===== src/rtl/core/ttf_pkg.sv =====
// Shared constants, types and helpers for the teletype text formatter.
package ttf_pkg;

    localparam logic [7:0] CHAR_CR     = 8'h0D;
    localparam logic [7:0] CHAR_LF     = 8'h0A;
    localparam logic [7:0] CHAR_UP     = 8'h5E;
    localparam logic [7:0] CHAR_RUBOUT = 8'h7F;
    localparam logic [7:0] CHAR_SPACE  = 8'h20;
    localparam logic [7:0] HIGH_TOP    = 8'hC0;
    localparam logic [7:0] HIGH_BOTTOM = 8'h80;
    localparam logic [7:0] WIDTH_RESET = 8'd72;

    localparam int unsigned MAX_BYTES = 4;
    localparam int unsigned CNT_W     = 3;

    typedef enum logic {
        OP_RAW  = 1'b0,
        OP_TEXT = 1'b1
    } opcode_t;

    typedef struct packed {
        logic [MAX_BYTES-1:0][7:0] bytes;
        logic [CNT_W-1:0]          count;
        logic [7:0]                column;
    } fmt_t;

    function automatic logic [7:0] even_parity(input logic [7:0] v);
        logic [6:0] r;
        r = v[6:0];
        return {^r, r};
    endfunction

    function automatic logic [7:0] column_step(input logic [7:0] col,
                                               input logic [7:0] v,
                                               input logic [7:0] width);
        logic [6:0] c;
        c = v[6:0];
        if (c == CHAR_CR[6:0]) begin
            return 8'd0;
        end else if (c >= CHAR_SPACE[6:0] && c < CHAR_RUBOUT[6:0] && col < width) begin
            return col + 8'd1;
        end else begin
            return col;
        end
    endfunction

endpackage


===== src/rtl/core/teletype_text_formatter.sv =====
// Top level of the teletype text formatter.
//
// Takes one request per cycle into an input register while s_tready is high;
// each request yields one to four bytes (one in raw mode, up to three in text
// mode, four for a line feed with the width at zero), which leave one per cycle
// from the result buffer while m_tready is high. The next request is taken while
// the last byte of the previous one is sent. The line width register is written
// by cfg_we/cfg_wdata; the user must write it only while no request is pending,
// which the block does not enforce. It resets to 72 and the print column to zero.
module teletype_text_formatter
    import ttf_pkg::*;
(
    input  logic       aclk,
    input  logic       aresetn,
    input  logic       cfg_we,
    input  logic [7:0] cfg_wdata,
    input  logic       s_tvalid,
    output logic       s_tready,
    input  logic [7:0] s_tdata,   // [7:0] data_byte
    input  logic       s_tuser,   // [0] opcode
    output logic       m_tvalid,
    input  logic       m_tready,
    output logic [7:0] m_tdata,   // [7:0] out_byte
    output logic       m_tlast
);

    logic       in_valid_reg, in_valid_next;
    logic [7:0] in_data_reg;
    opcode_t    in_op_reg;
    logic [7:0] width_reg;
    logic [7:0] column_reg, column_next;
    logic       load_ok;
    logic       load;
    fmt_t       fmt;

    assign load     = in_valid_reg && load_ok;
    assign s_tready = !in_valid_reg || load_ok;

    always_comb begin
        in_valid_next = in_valid_reg;
        if (s_tvalid && s_tready) begin
            in_valid_next = 1'b1;
        end else if (load) begin
            in_valid_next = 1'b0;
        end
        column_next = load ? fmt.column : column_reg;
    end

    ttf_format u_format (
        .opcode     (in_op_reg),
        .data_byte  (in_data_reg),
        .column     (column_reg),
        .line_width (width_reg),
        .fmt        (fmt)
    );

    ttf_out_seq u_out_seq (
        .aclk     (aclk),
        .aresetn  (aresetn),
        .load     (load),
        .fmt      (fmt),
        .load_ok  (load_ok),
        .m_tvalid (m_tvalid),
        .m_tready (m_tready),
        .m_tdata  (m_tdata),
        .m_tlast  (m_tlast)
    );

    always_ff @(posedge aclk) begin
        if (s_tvalid && s_tready) begin
            in_data_reg <= s_tdata;
            in_op_reg   <= opcode_t'(s_tuser);
        end
        if (!aresetn) begin
            in_valid_reg <= 1'b0;
            width_reg    <= WIDTH_RESET;
            column_reg   <= 8'd0;
        end else begin
            in_valid_reg <= in_valid_next;
            column_reg   <= column_next;
            if (cfg_we) begin
                width_reg <= cfg_wdata;
            end
        end
    end

endmodule


===== src/rtl/core/ttf_format.sv =====
// Per-request byte mapping, parity, line-break insertion and column update.
module ttf_format
    import ttf_pkg::*;
(
    input  opcode_t    opcode,
    input  logic [7:0] data_byte,
    input  logic [7:0] column,
    input  logic [7:0] line_width,
    output fmt_t       fmt
);

    logic [7:0] mapped;
    logic [7:0] first;
    logic [7:0] col_first;
    logic [7:0] col_lf;
    logic       is_lf;
    logic       force_break;

    always_comb begin
        if (data_byte >= HIGH_TOP) begin
            mapped = CHAR_UP;
        end else if (data_byte >= HIGH_BOTTOM) begin
            mapped = CHAR_RUBOUT;
        end else begin
            mapped = data_byte;
        end
    end

    assign first       = (opcode == OP_TEXT) ? even_parity(mapped) : data_byte;
    assign col_first   = column_step(column, first, line_width);
    assign is_lf       = (mapped == CHAR_LF);
    assign col_lf      = is_lf ? 8'd0 : col_first;
    assign force_break = (col_lf >= line_width);

    always_comb begin
        fmt.bytes[0] = first;
        fmt.bytes[1] = even_parity(CHAR_CR);
        fmt.bytes[2] = even_parity(CHAR_CR);
        fmt.bytes[3] = even_parity(CHAR_LF);
        fmt.count    = CNT_W'(1);
        fmt.column   = col_first;
        if (opcode == OP_TEXT) begin
            if (is_lf && force_break) begin
                fmt.count  = CNT_W'(4);
                fmt.column = 8'd0;
            end else if (is_lf) begin
                fmt.count  = CNT_W'(2);
                fmt.column = 8'd0;
            end else if (force_break) begin
                fmt.bytes[1] = even_parity(CHAR_CR);
                fmt.bytes[2] = even_parity(CHAR_LF);
                fmt.count    = CNT_W'(3);
                fmt.column   = 8'd0;
            end
        end
    end

endmodule


===== src/rtl/core/ttf_out_seq.sv =====
// Result buffer that sends the bytes of one request, one per cycle while m_tready is high.
module ttf_out_seq
    import ttf_pkg::*;
(
    input  logic       aclk,
    input  logic       aresetn,
    input  logic       load,
    input  fmt_t       fmt,
    output logic       load_ok,
    output logic       m_tvalid,
    input  logic       m_tready,
    output logic [7:0] m_tdata,
    output logic       m_tlast
);

    logic [MAX_BYTES-1:0][7:0] bytes_reg, bytes_next;
    logic [CNT_W-1:0]          cnt_reg, cnt_next;
    logic                      pop;

    assign m_tvalid = (cnt_reg != '0);
    assign m_tdata  = bytes_reg[0];
    assign m_tlast  = (cnt_reg == CNT_W'(1));
    assign pop      = m_tvalid && m_tready;
    assign load_ok  = (cnt_reg == '0) || (m_tlast && m_tready);

    always_comb begin
        bytes_next = bytes_reg;
        cnt_next   = cnt_reg;
        if (load) begin
            bytes_next = fmt.bytes;
            cnt_next   = fmt.count;
        end else if (pop) begin
            bytes_next = {8'd0, bytes_reg[MAX_BYTES-1:1]};
            cnt_next   = cnt_reg - CNT_W'(1);
        end
    end

    always_ff @(posedge aclk) begin
        bytes_reg <= bytes_next;
        if (!aresetn) begin
            cnt_reg <= '0;
        end else begin
            cnt_reg <= cnt_next;
        end
    end

endmodule


===== config.mk =====
export PLATFORM = sky130hd
export DESIGN_NAME = teletype_text_formatter
export DESIGN_NICKNAME = d
export VERILOG_FILES = /design/src/rtl/core/ttf_pkg.sv /design/src/rtl/core/teletype_text_formatter.sv /design/src/rtl/core/ttf_format.sv /design/src/rtl/core/ttf_out_seq.sv
export SDC_FILE = /design/constraint.sdc
export NUM_CORES = 1
export LEC_CHECK = 0
export BUFFER_PORTS_ARGS = -buffer_cell sky130_fd_sc_hd__clkbuf_2
export CORE_ASPECT_RATIO = 0.5
export CORE_MARGIN = 5
export CORE_UTILIZATION = 30
export DETAILED_ROUTE_END_ITERATION = 8
export SLEW_MARGIN = 15
export SYNTH_ARGS = -nofsm -noshare
export SYNTH_HDL_FRONTEND = slang
export SYNTH_SLANG_ARGS = --single-unit

===== constraint.sdc =====
create_clock -name aclk -period 10.65 [get_ports aclk]
set_input_delay 2.13 -clock aclk [delete_from_list [all_inputs] [get_ports aclk]]
set_output_delay 2.13 -clock aclk [all_outputs]
set_load 0.1 [all_outputs]

==> flow_metrics.py, run 1 <==
metrics = {
    "sta": {
        "finalHoldViolCount": 0,
        "fin_crit_ns": 5.25,
        "setup_viol": 0,
        "slew_headroom": 0.511,
        "fmax_ghz": 0.190,
        "worst_clock_skew_ns": 0.00191,
        "min_period_over_period": 0.493,
        "final.setup.tns_ns": 0,
        "drv_slew": 0,
        "grt_setup_unrepaired": "false",
        "worst_pin_slew_ns": 0.732,
    },
    "pwr": {
        "p_per_area_nw_per_um2": 274,
        "p_leak_uw": 0.00129,
        "ir_drop_v": 0.000104,
    },
    "detailed_routing": {
        "routed_wl_um": 5610,
        "first_iter_violations": 116,
        "wl_per_cell_um": 13.9,
        "ant_nets": 0,
        "drcViolationCount": 0,
        "dr_total_vias": 1916,
        "first_pass_iters": 4,
        "vias_per_cell": 4.75,
    },
    "synthesis": {
        "synth-simple-area-share": 0.177,
        "synth-adder-area-share": 0.116,
        "syn_nets": 309,
        "syn_area_per_cell_um2": 9.88,
        "synth_top_family_by_area": "simple AND/OR/NAND/NOR gates",
        "ys_ff_latch": 44,
        "synth_compound_area_frac": 0.151,
        "synth_cells": 263,
        "yosysWarnings": 0,
        "yosysSeqAreaShare": 0.428,
        "synthXorXnorAreaFrac": 0.0337,
        "synthMuxAreaShare": 0.0308,
        "synth_cell_types": 44,
        "synthesis.area_um2": 2600,
    },
    "hold_path": {
        "hold_start": "u_out_seq.bytes_reg[25]",
        "hold_path.class": "reg2reg",
        "hold_depth": 2,
    },
    "final_layout": {
        "nNetsFinal": 331,
        "diodes": 0,
        "final_cell_mix": "clkbuf_2 (32), ha_1 (24), nand2_1 (23), edfxtp_1 (23)",
        "layout_commonest_cell": "clkbuf_2",
        "stdcell_count": 403,
        "area_delta_synth_final_pct": 13.7,
        "layout-drive-gt1-share": 0.164,
    },
    "clocking": {
        "numCtsBuffers": 5,
        "worstSkewPairLatency_ns": 0.28,
        "ctsResizeCount": 0,
        "clk_path_buf_depth": 2,
        "tritoncts": "done",
        "holdBufCountCts": 0,
        "clock_sinks": 44,
        "clock-root-buffer": "clkbuf_16",
        "cts-htree-levels": 2,
        "cts.clk_slew.worst_paths_ns": 0.06,
        "post_cts_buffers": 0,
    },
    "global_routing": {
        "grt_max_degree": 23,
        "grt_overflow": 0,
        "grt_use_total": 0.109,
        "grt_pass1_wl_um": 9230,
        "grt_pass1_vias": 1910,
        "antenna_found_initial": 0,
    },
    "setup_path": {
        "critPathMaxFanout": 4,
        "critPathArrivalTime_ns": 3.12,
        "path_class": "in2out",
        "worstSetupStartpoint": "m_tready",
        "r2r_cells": 16,
        "start_kind": "primary input",
        "r2r_start": "column_reg[5]",
        "cp-end-kind": "output port",
        "cp_data_required_time_ns": 8.52,
    },
    "floorplan": {
        "die_y_um": 75.8,
        "die-area_um2": 10700,
        "start_util": 0.304,
        "die_w_um": 142,
        "std_cell_rows": 24,
        "pin_count": 33,
        "fp.coreArea_um2": 8560,
    },
    "place": {
        "dp_hpwl_um": 4330,
        "place_inst": 395,
        "place_congestion": 0.898,
        "port_buffers": 32,
    },
    "flow_run": {
        "maxCapViolations": 0,
    },
    "run_status": {
        "status": "complete, no violations",
    },
}
[metrics by stage]
| stage | hold WS, ns | setup slack (ns) | utilization | power, uW | cell area [um2] |
|---|---|---|---|---|---|
| finish | 0.452 | 5.40 | 0.345 | 809 | 2950 |
| global route | 0.483 | 5.35 | 0.345 | 855 | 2950 |
| CTS | 0.448 | 5.41 | 0.345 | 816 | 2950 |
| detailed placement | 0.440 | 5.41 | 0.326 | 645 | 2790 |
| global placement | 0.429 | 5.47 | 0.326 | 633 | 2790 |
| floorplan | 0.414 | 4.15 | - | 599 | 2600 |
[path summary, 6_finish.rpt]
| path | end | slack, ns |
|---|---|---|
| worst max register to register | column_reg[6] | 6.04 |
| worst min register to register | u_out_seq.bytes_reg[25] | 0.45 |
| worst max-delay path | s_tready | 5.40 |
| worst min-delay path | u_out_seq.bytes_reg[25] | 0.45 |
[logic make-up after synthesis]
group,after synthesis
mux,8
buf+inv,31
simple gates,90
fa+ha+maj,24
xor+xnor,10
flops,44
compound gates,56
[layout make-up]
cell class | instances | area, um2
well taps | 117 | 146
clock inverters | 3 | 37.5
inverters | 14 | 52.6
flip-flops and latches | 44 | 1110
multi-input cells | 188 | 1320
fillers | 859 | 5600
clock buffers | 5 | 125
repair buffers | 32 | 160
[synth_stat cells, drive strengths merged]
master | n | area share
nor3 | 2 | 0.0039
nand2 | 25 | 0.038
o21a | 3 | 0.0087
nor2b | 9 | 0.022
a21boi | 2 | 0.0058
o211ai | 2 | 0.0058
and3 | 4 | 0.0096
a211o | 1 | 0.0034
mux2i | 8 | 0.031
nor4 | 1 | 0.0024
nand2b | 9 | 0.025
or2 | 2 | 0.0048
nand4 | 3 | 0.0072
a31oi | 11 | 0.026
a21oi | 21 | 0.040
and4 | 1 | 0.0034
buf | 11 | 0.035
a21o | 2 | 0.0058
nand3b | 1 | 0.0029
dfxtp | 21 | 0.16
a2111o | 1 | 0.0043
o41ai | 1 | 0.0063
a41oi | 1 | 0.0034
o21ai | 5 | 0.0096
nor2 | 19 | 0.027
clkbuf | 6 | 0.0087
xor2 | 5 | 0.017
o311a | 1 | 0.0039
nand3 | 8 | 0.015
a221oi | 1 | 0.0034
edfxtp | 23 | 0.27
nor3b | 1 | 0.0029
inv | 14 | 0.020
a2111oi | 1 | 0.011
a211oi | 2 | 0.011
and2 | 5 | 0.013
xnor2 | 5 | 0.017
o31ai | 1 | 0.0029
ha | 24 | 0.12
[worst max-delay path, cell delays in order]
cell	delay, ns
clkbuf_2	0.11
a21oi_1	0.08
o21ai_0	0.27
clkbuf_2	0.52
[layer usage]
layer  track usage  up-vias  part of all wire
met4        0.0394        0             0.014
met3        0.0282        6             0.047
met5             0        -                 0
met2         0.179       48              0.46
met1         0.142      891              0.48
li1              -      971                 -
[report_power, final]
group	internal [uW]	total, uW	leakage (uW)	switching, uW
logic	89.4	372	0.000816	282
clock network	109	170	0.0000789	61.2
registers	242	267	0.000396	25.2
total	440	809	0.00129	369
Note: power is estimated with default switching activity, not from simulation.
==> inputs of run 2 (changes only) <==
--- a/config.mk
+++ b/config.mk
@@ -5,6 +5,7 @@
 export SDC_FILE = /design/constraint.sdc
 export NUM_CORES = 1
 export LEC_CHECK = 0
+export ABC_AREA = 1
 export BUFFER_PORTS_ARGS = -buffer_cell sky130_fd_sc_hd__clkbuf_2
 export CORE_ASPECT_RATIO = 0.5
 export CORE_MARGIN = 5
==> constraint.sdc (replaced) <==
create_clock -name aclk -period 5.1 [get_ports aclk]
set_input_delay 1.02 -clock aclk [delete_from_list [all_inputs] [get_ports aclk]]
set_output_delay 1.02 -clock aclk [all_outputs]
set_load 0.1 [all_outputs]
==> flow_metrics.py, run 2 <==
metrics = {
    "setup_path": {
        "cp-end-kind": "register",
        "cp_top_family": "simple AND/OR/NAND/NOR gates",
        "cp_common_cell": "nor2_1",
        "cp_data_required_time_ns": 5.33,
        "cp_slowest_cell": "edfxtp_1",
        "cp.buffers_inverters": 1,
        "start_kind": "register",
        "path_class": "reg2reg",
        "r2r_end": "column_reg[4]",
        "crit_chain": "nand2_1, o21ai_0, ha_1, nand4_1, nand4_1, inv_1, ha_1, a21oi_1, o21ai_0, nand2_1, nand3_1, ha_1, nor2_1, nand4_1, nor2_1, nor2_1, nor2_1",
        "r2r_cells": 17,
        "slowest_delay_ns": 0.58,
        "worstSetupStartpoint": "in_data_reg[7]",
        "critPathArrivalTime_ns": 3.91,
        "r2r_slack_ns": 1.42,
        "r2r_start": "in_data_reg[7]",
        "critPathMaxFanout": 11,
    },
    "sta": {
        "worst_clock_skew_ns": 0.00546,
        "holdWs_ns": 0.459,
        "drv_slew": 0,
        "grt_setup_unrepaired": "false",
        "setup_viol": 0,
        "finalHoldViolCount": 0,
        "fin_crit_ns": 3.68,
        "worst_pin_slew_ns": 0.864,
        "slew_headroom": 0.424,
        "final.setup.tns_ns": 0,
        "fmax_ghz": 0.271,
        "fin_ws_ns": 1.42,
        "min_period_over_period": 0.722,
    },
    "global_routing": {
        "grt_use_total": 0.112,
        "grt_overflow": 0,
        "antenna_found_initial": 0,
        "grt_pass1_wl_um": 10500,
        "grt_max_degree": 30,
        "grt_pass1_vias": 2233,
    },
    "synthesis": {
        "synth_common_cells": "nand2_1 (60), inv_1 (56), nor2_1 (43)",
        "synth.most_common_cell": "nand2_1",
        "ys_ff_latch": 44,
        "synthesis.area_um2": 2870,
        "synth.largest_area_cell": "edfxtp_1",
        "netlist_top_cells_area": "edfxtp_1 (24%), dfxtp_1 (15%), ha_1 (10%)",
        "async_flop_share": 0,
        "synth_top_cell_area_share": 0.241,
        "synth_cell_types": 29,
        "syn_nets": 411,
        "yosysSeqAreaShare": 0.387,
        "ys.flop_type": "edfxtp_1",
        "yosysWarnings": 0,
        "synth_edf_count": 23,
        "synth_cells": 365,
        "syn_area_per_cell_um2": 7.86,
    },
    "final_layout": {
        "area_delta_synth_final_pct": 11.7,
        "diodes": 0,
        "nNetsFinal": 432,
        "num-fill-cells": 989,
        "fin_area_um2": 3210,
        "utilization": 0.342,
        "final_cell_mix": "nand2_1 (60), inv_1 (56), nor2_1 (43)",
        "layout_commonest_cell": "nand2_1",
        "layout-drive-gt1-share": 0.150,
    },
    "detailed_routing": {
        "routed_wl_um": 6250,
        "first_pass_iters": 4,
        "dr_total_vias": 2394,
        "ant_nets": 0,
        "wl_per_cell_um": 12.3,
        "drcViolationCount": 0,
        "vias_per_cell": 4.71,
        "first_iter_violations": 110,
    },
    "place": {
        "place_congestion": 0.809,
        "placed_area_um2": 3060,
        "port_buffers": 32,
        "dp_slack_ns": 1.49,
        "dp_hpwl_um": 4850,
    },
    "pwr": {
        "p_per_area_nw_per_um2": 615,
        "ir_drop_v": 0.000176,
        "p_leak_uw": 0.00156,
    },
    "hold_path": {
        "min_to": "u_out_seq.bytes_reg[25]",
        "hold_depth": 2,
        "hold_path.class": "reg2reg",
        "hold_start": "u_out_seq.bytes_reg[25]",
    },
    "clocking": {
        "worstSkewPairLatency_ns": 0.29,
        "cts-htree-levels": 2,
        "clock_sinks": 44,
        "holdBufCountCts": 0,
        "numCtsBuffers": 5,
        "ctsResizeCount": 0,
        "tritoncts": "done",
        "clk_path_buf_depth": 2,
        "post_cts_buffers": 0,
        "clock-root-buffer": "clkbuf_16",
        "cts.clk_slew.worst_paths_ns": 0.06,
    },
    "run_status": {
        "status": "complete, no violations",
    },
    "floorplan": {
        "die_w_um": 148,
        "pin_count": 33,
        "fp.coreArea_um2": 9380,
        "die_y_um": 79.2,
        "start_util": 0.306,
        "die-area_um2": 11700,
        "std_cell_rows": 25,
    },
    "flow_run": {
        "maxCapViolations": 0,
    },
}
==> run 2: changes by cell type in the layout (fill, tap and decap cells not counted), sizes merged, moves of 5 or more <==
cell and change:
a31oi -9, and2 -5, inv +44, mux2i -8, nand2 +45, nand2b -9, nand4 +26, nor2 +26
nor2b -9, o21ai +24
==> run 2: stage by stage <==
step                      cells  power, uW
after floorplan             365       1520
after global placement      500       1660
after detailed placement    500       1670
after CTS                   508       1990
after global routing        508       2140
final                       508       1970
==> run 2: cell families after synthesis <==
logic type	Yosys count	share of synthesized area
xor+xnor	7	0.0214
buf+inv	77	0.119
flops	44	0.387
simple gates	160	0.271
fa+ha+maj	24	0.105
compound gates	53	0.0964
==> run 2: how the worst max path moves through the flow <==
stage | end | slack (ns) | cells after the start
finish | column_reg[4] | 1.42 | 17
global route | column_reg[3] | 1.00 | 19
CTS | column_reg[5] | 1.46 | 16
detailed placement | column_reg[5] | 1.49 | 17
global placement | column_reg[5] | 1.54 | 19
floorplan | s_tready | 1.27 | 6
==> run 2: metal layers <==
metal	vias to the layer above	track usage	routed length, um
li1	1246	-	-
met1	1100	0.144	3060
met2	41	0.182	2830
met3	7	0.0331	274
met4	0	0.0323	83
met5	-	0	0
==> run 2: tightest hold or removal path, stage by stage (launching register included) <==
cell and delay (ns):
dfxtp_1 0.31, nand2_1 0.06, nand2_1 0.04
==> run 2: area by class of cell <==
type | instances | area (um2) | area share
Tap cell | 121 | 151 | 0.0472
Sequential cell | 44 | 1110 | 0.347
Multi-Input combinational cell | 244 | 1420 | 0.442
Clock buffer | 6 | 129 | 0.0402
Timing Repair Buffer | 33 | 168 | 0.0523
Inverter | 58 | 218 | 0.0679
Clock inverter | 2 | 12.5 | 0.00390
==> run 2: power breakdown <==
| part | internal [uW] | total, uW | switching (uW) | leakage (uW) |
|---|---|---|---|---|
| logic | 295 | 1080 | 783 | 0.00110 |
| clock network | 181 | 310 | 130 | 0.0000669 |
| registers | 514 | 585 | 71.5 | 0.000396 |
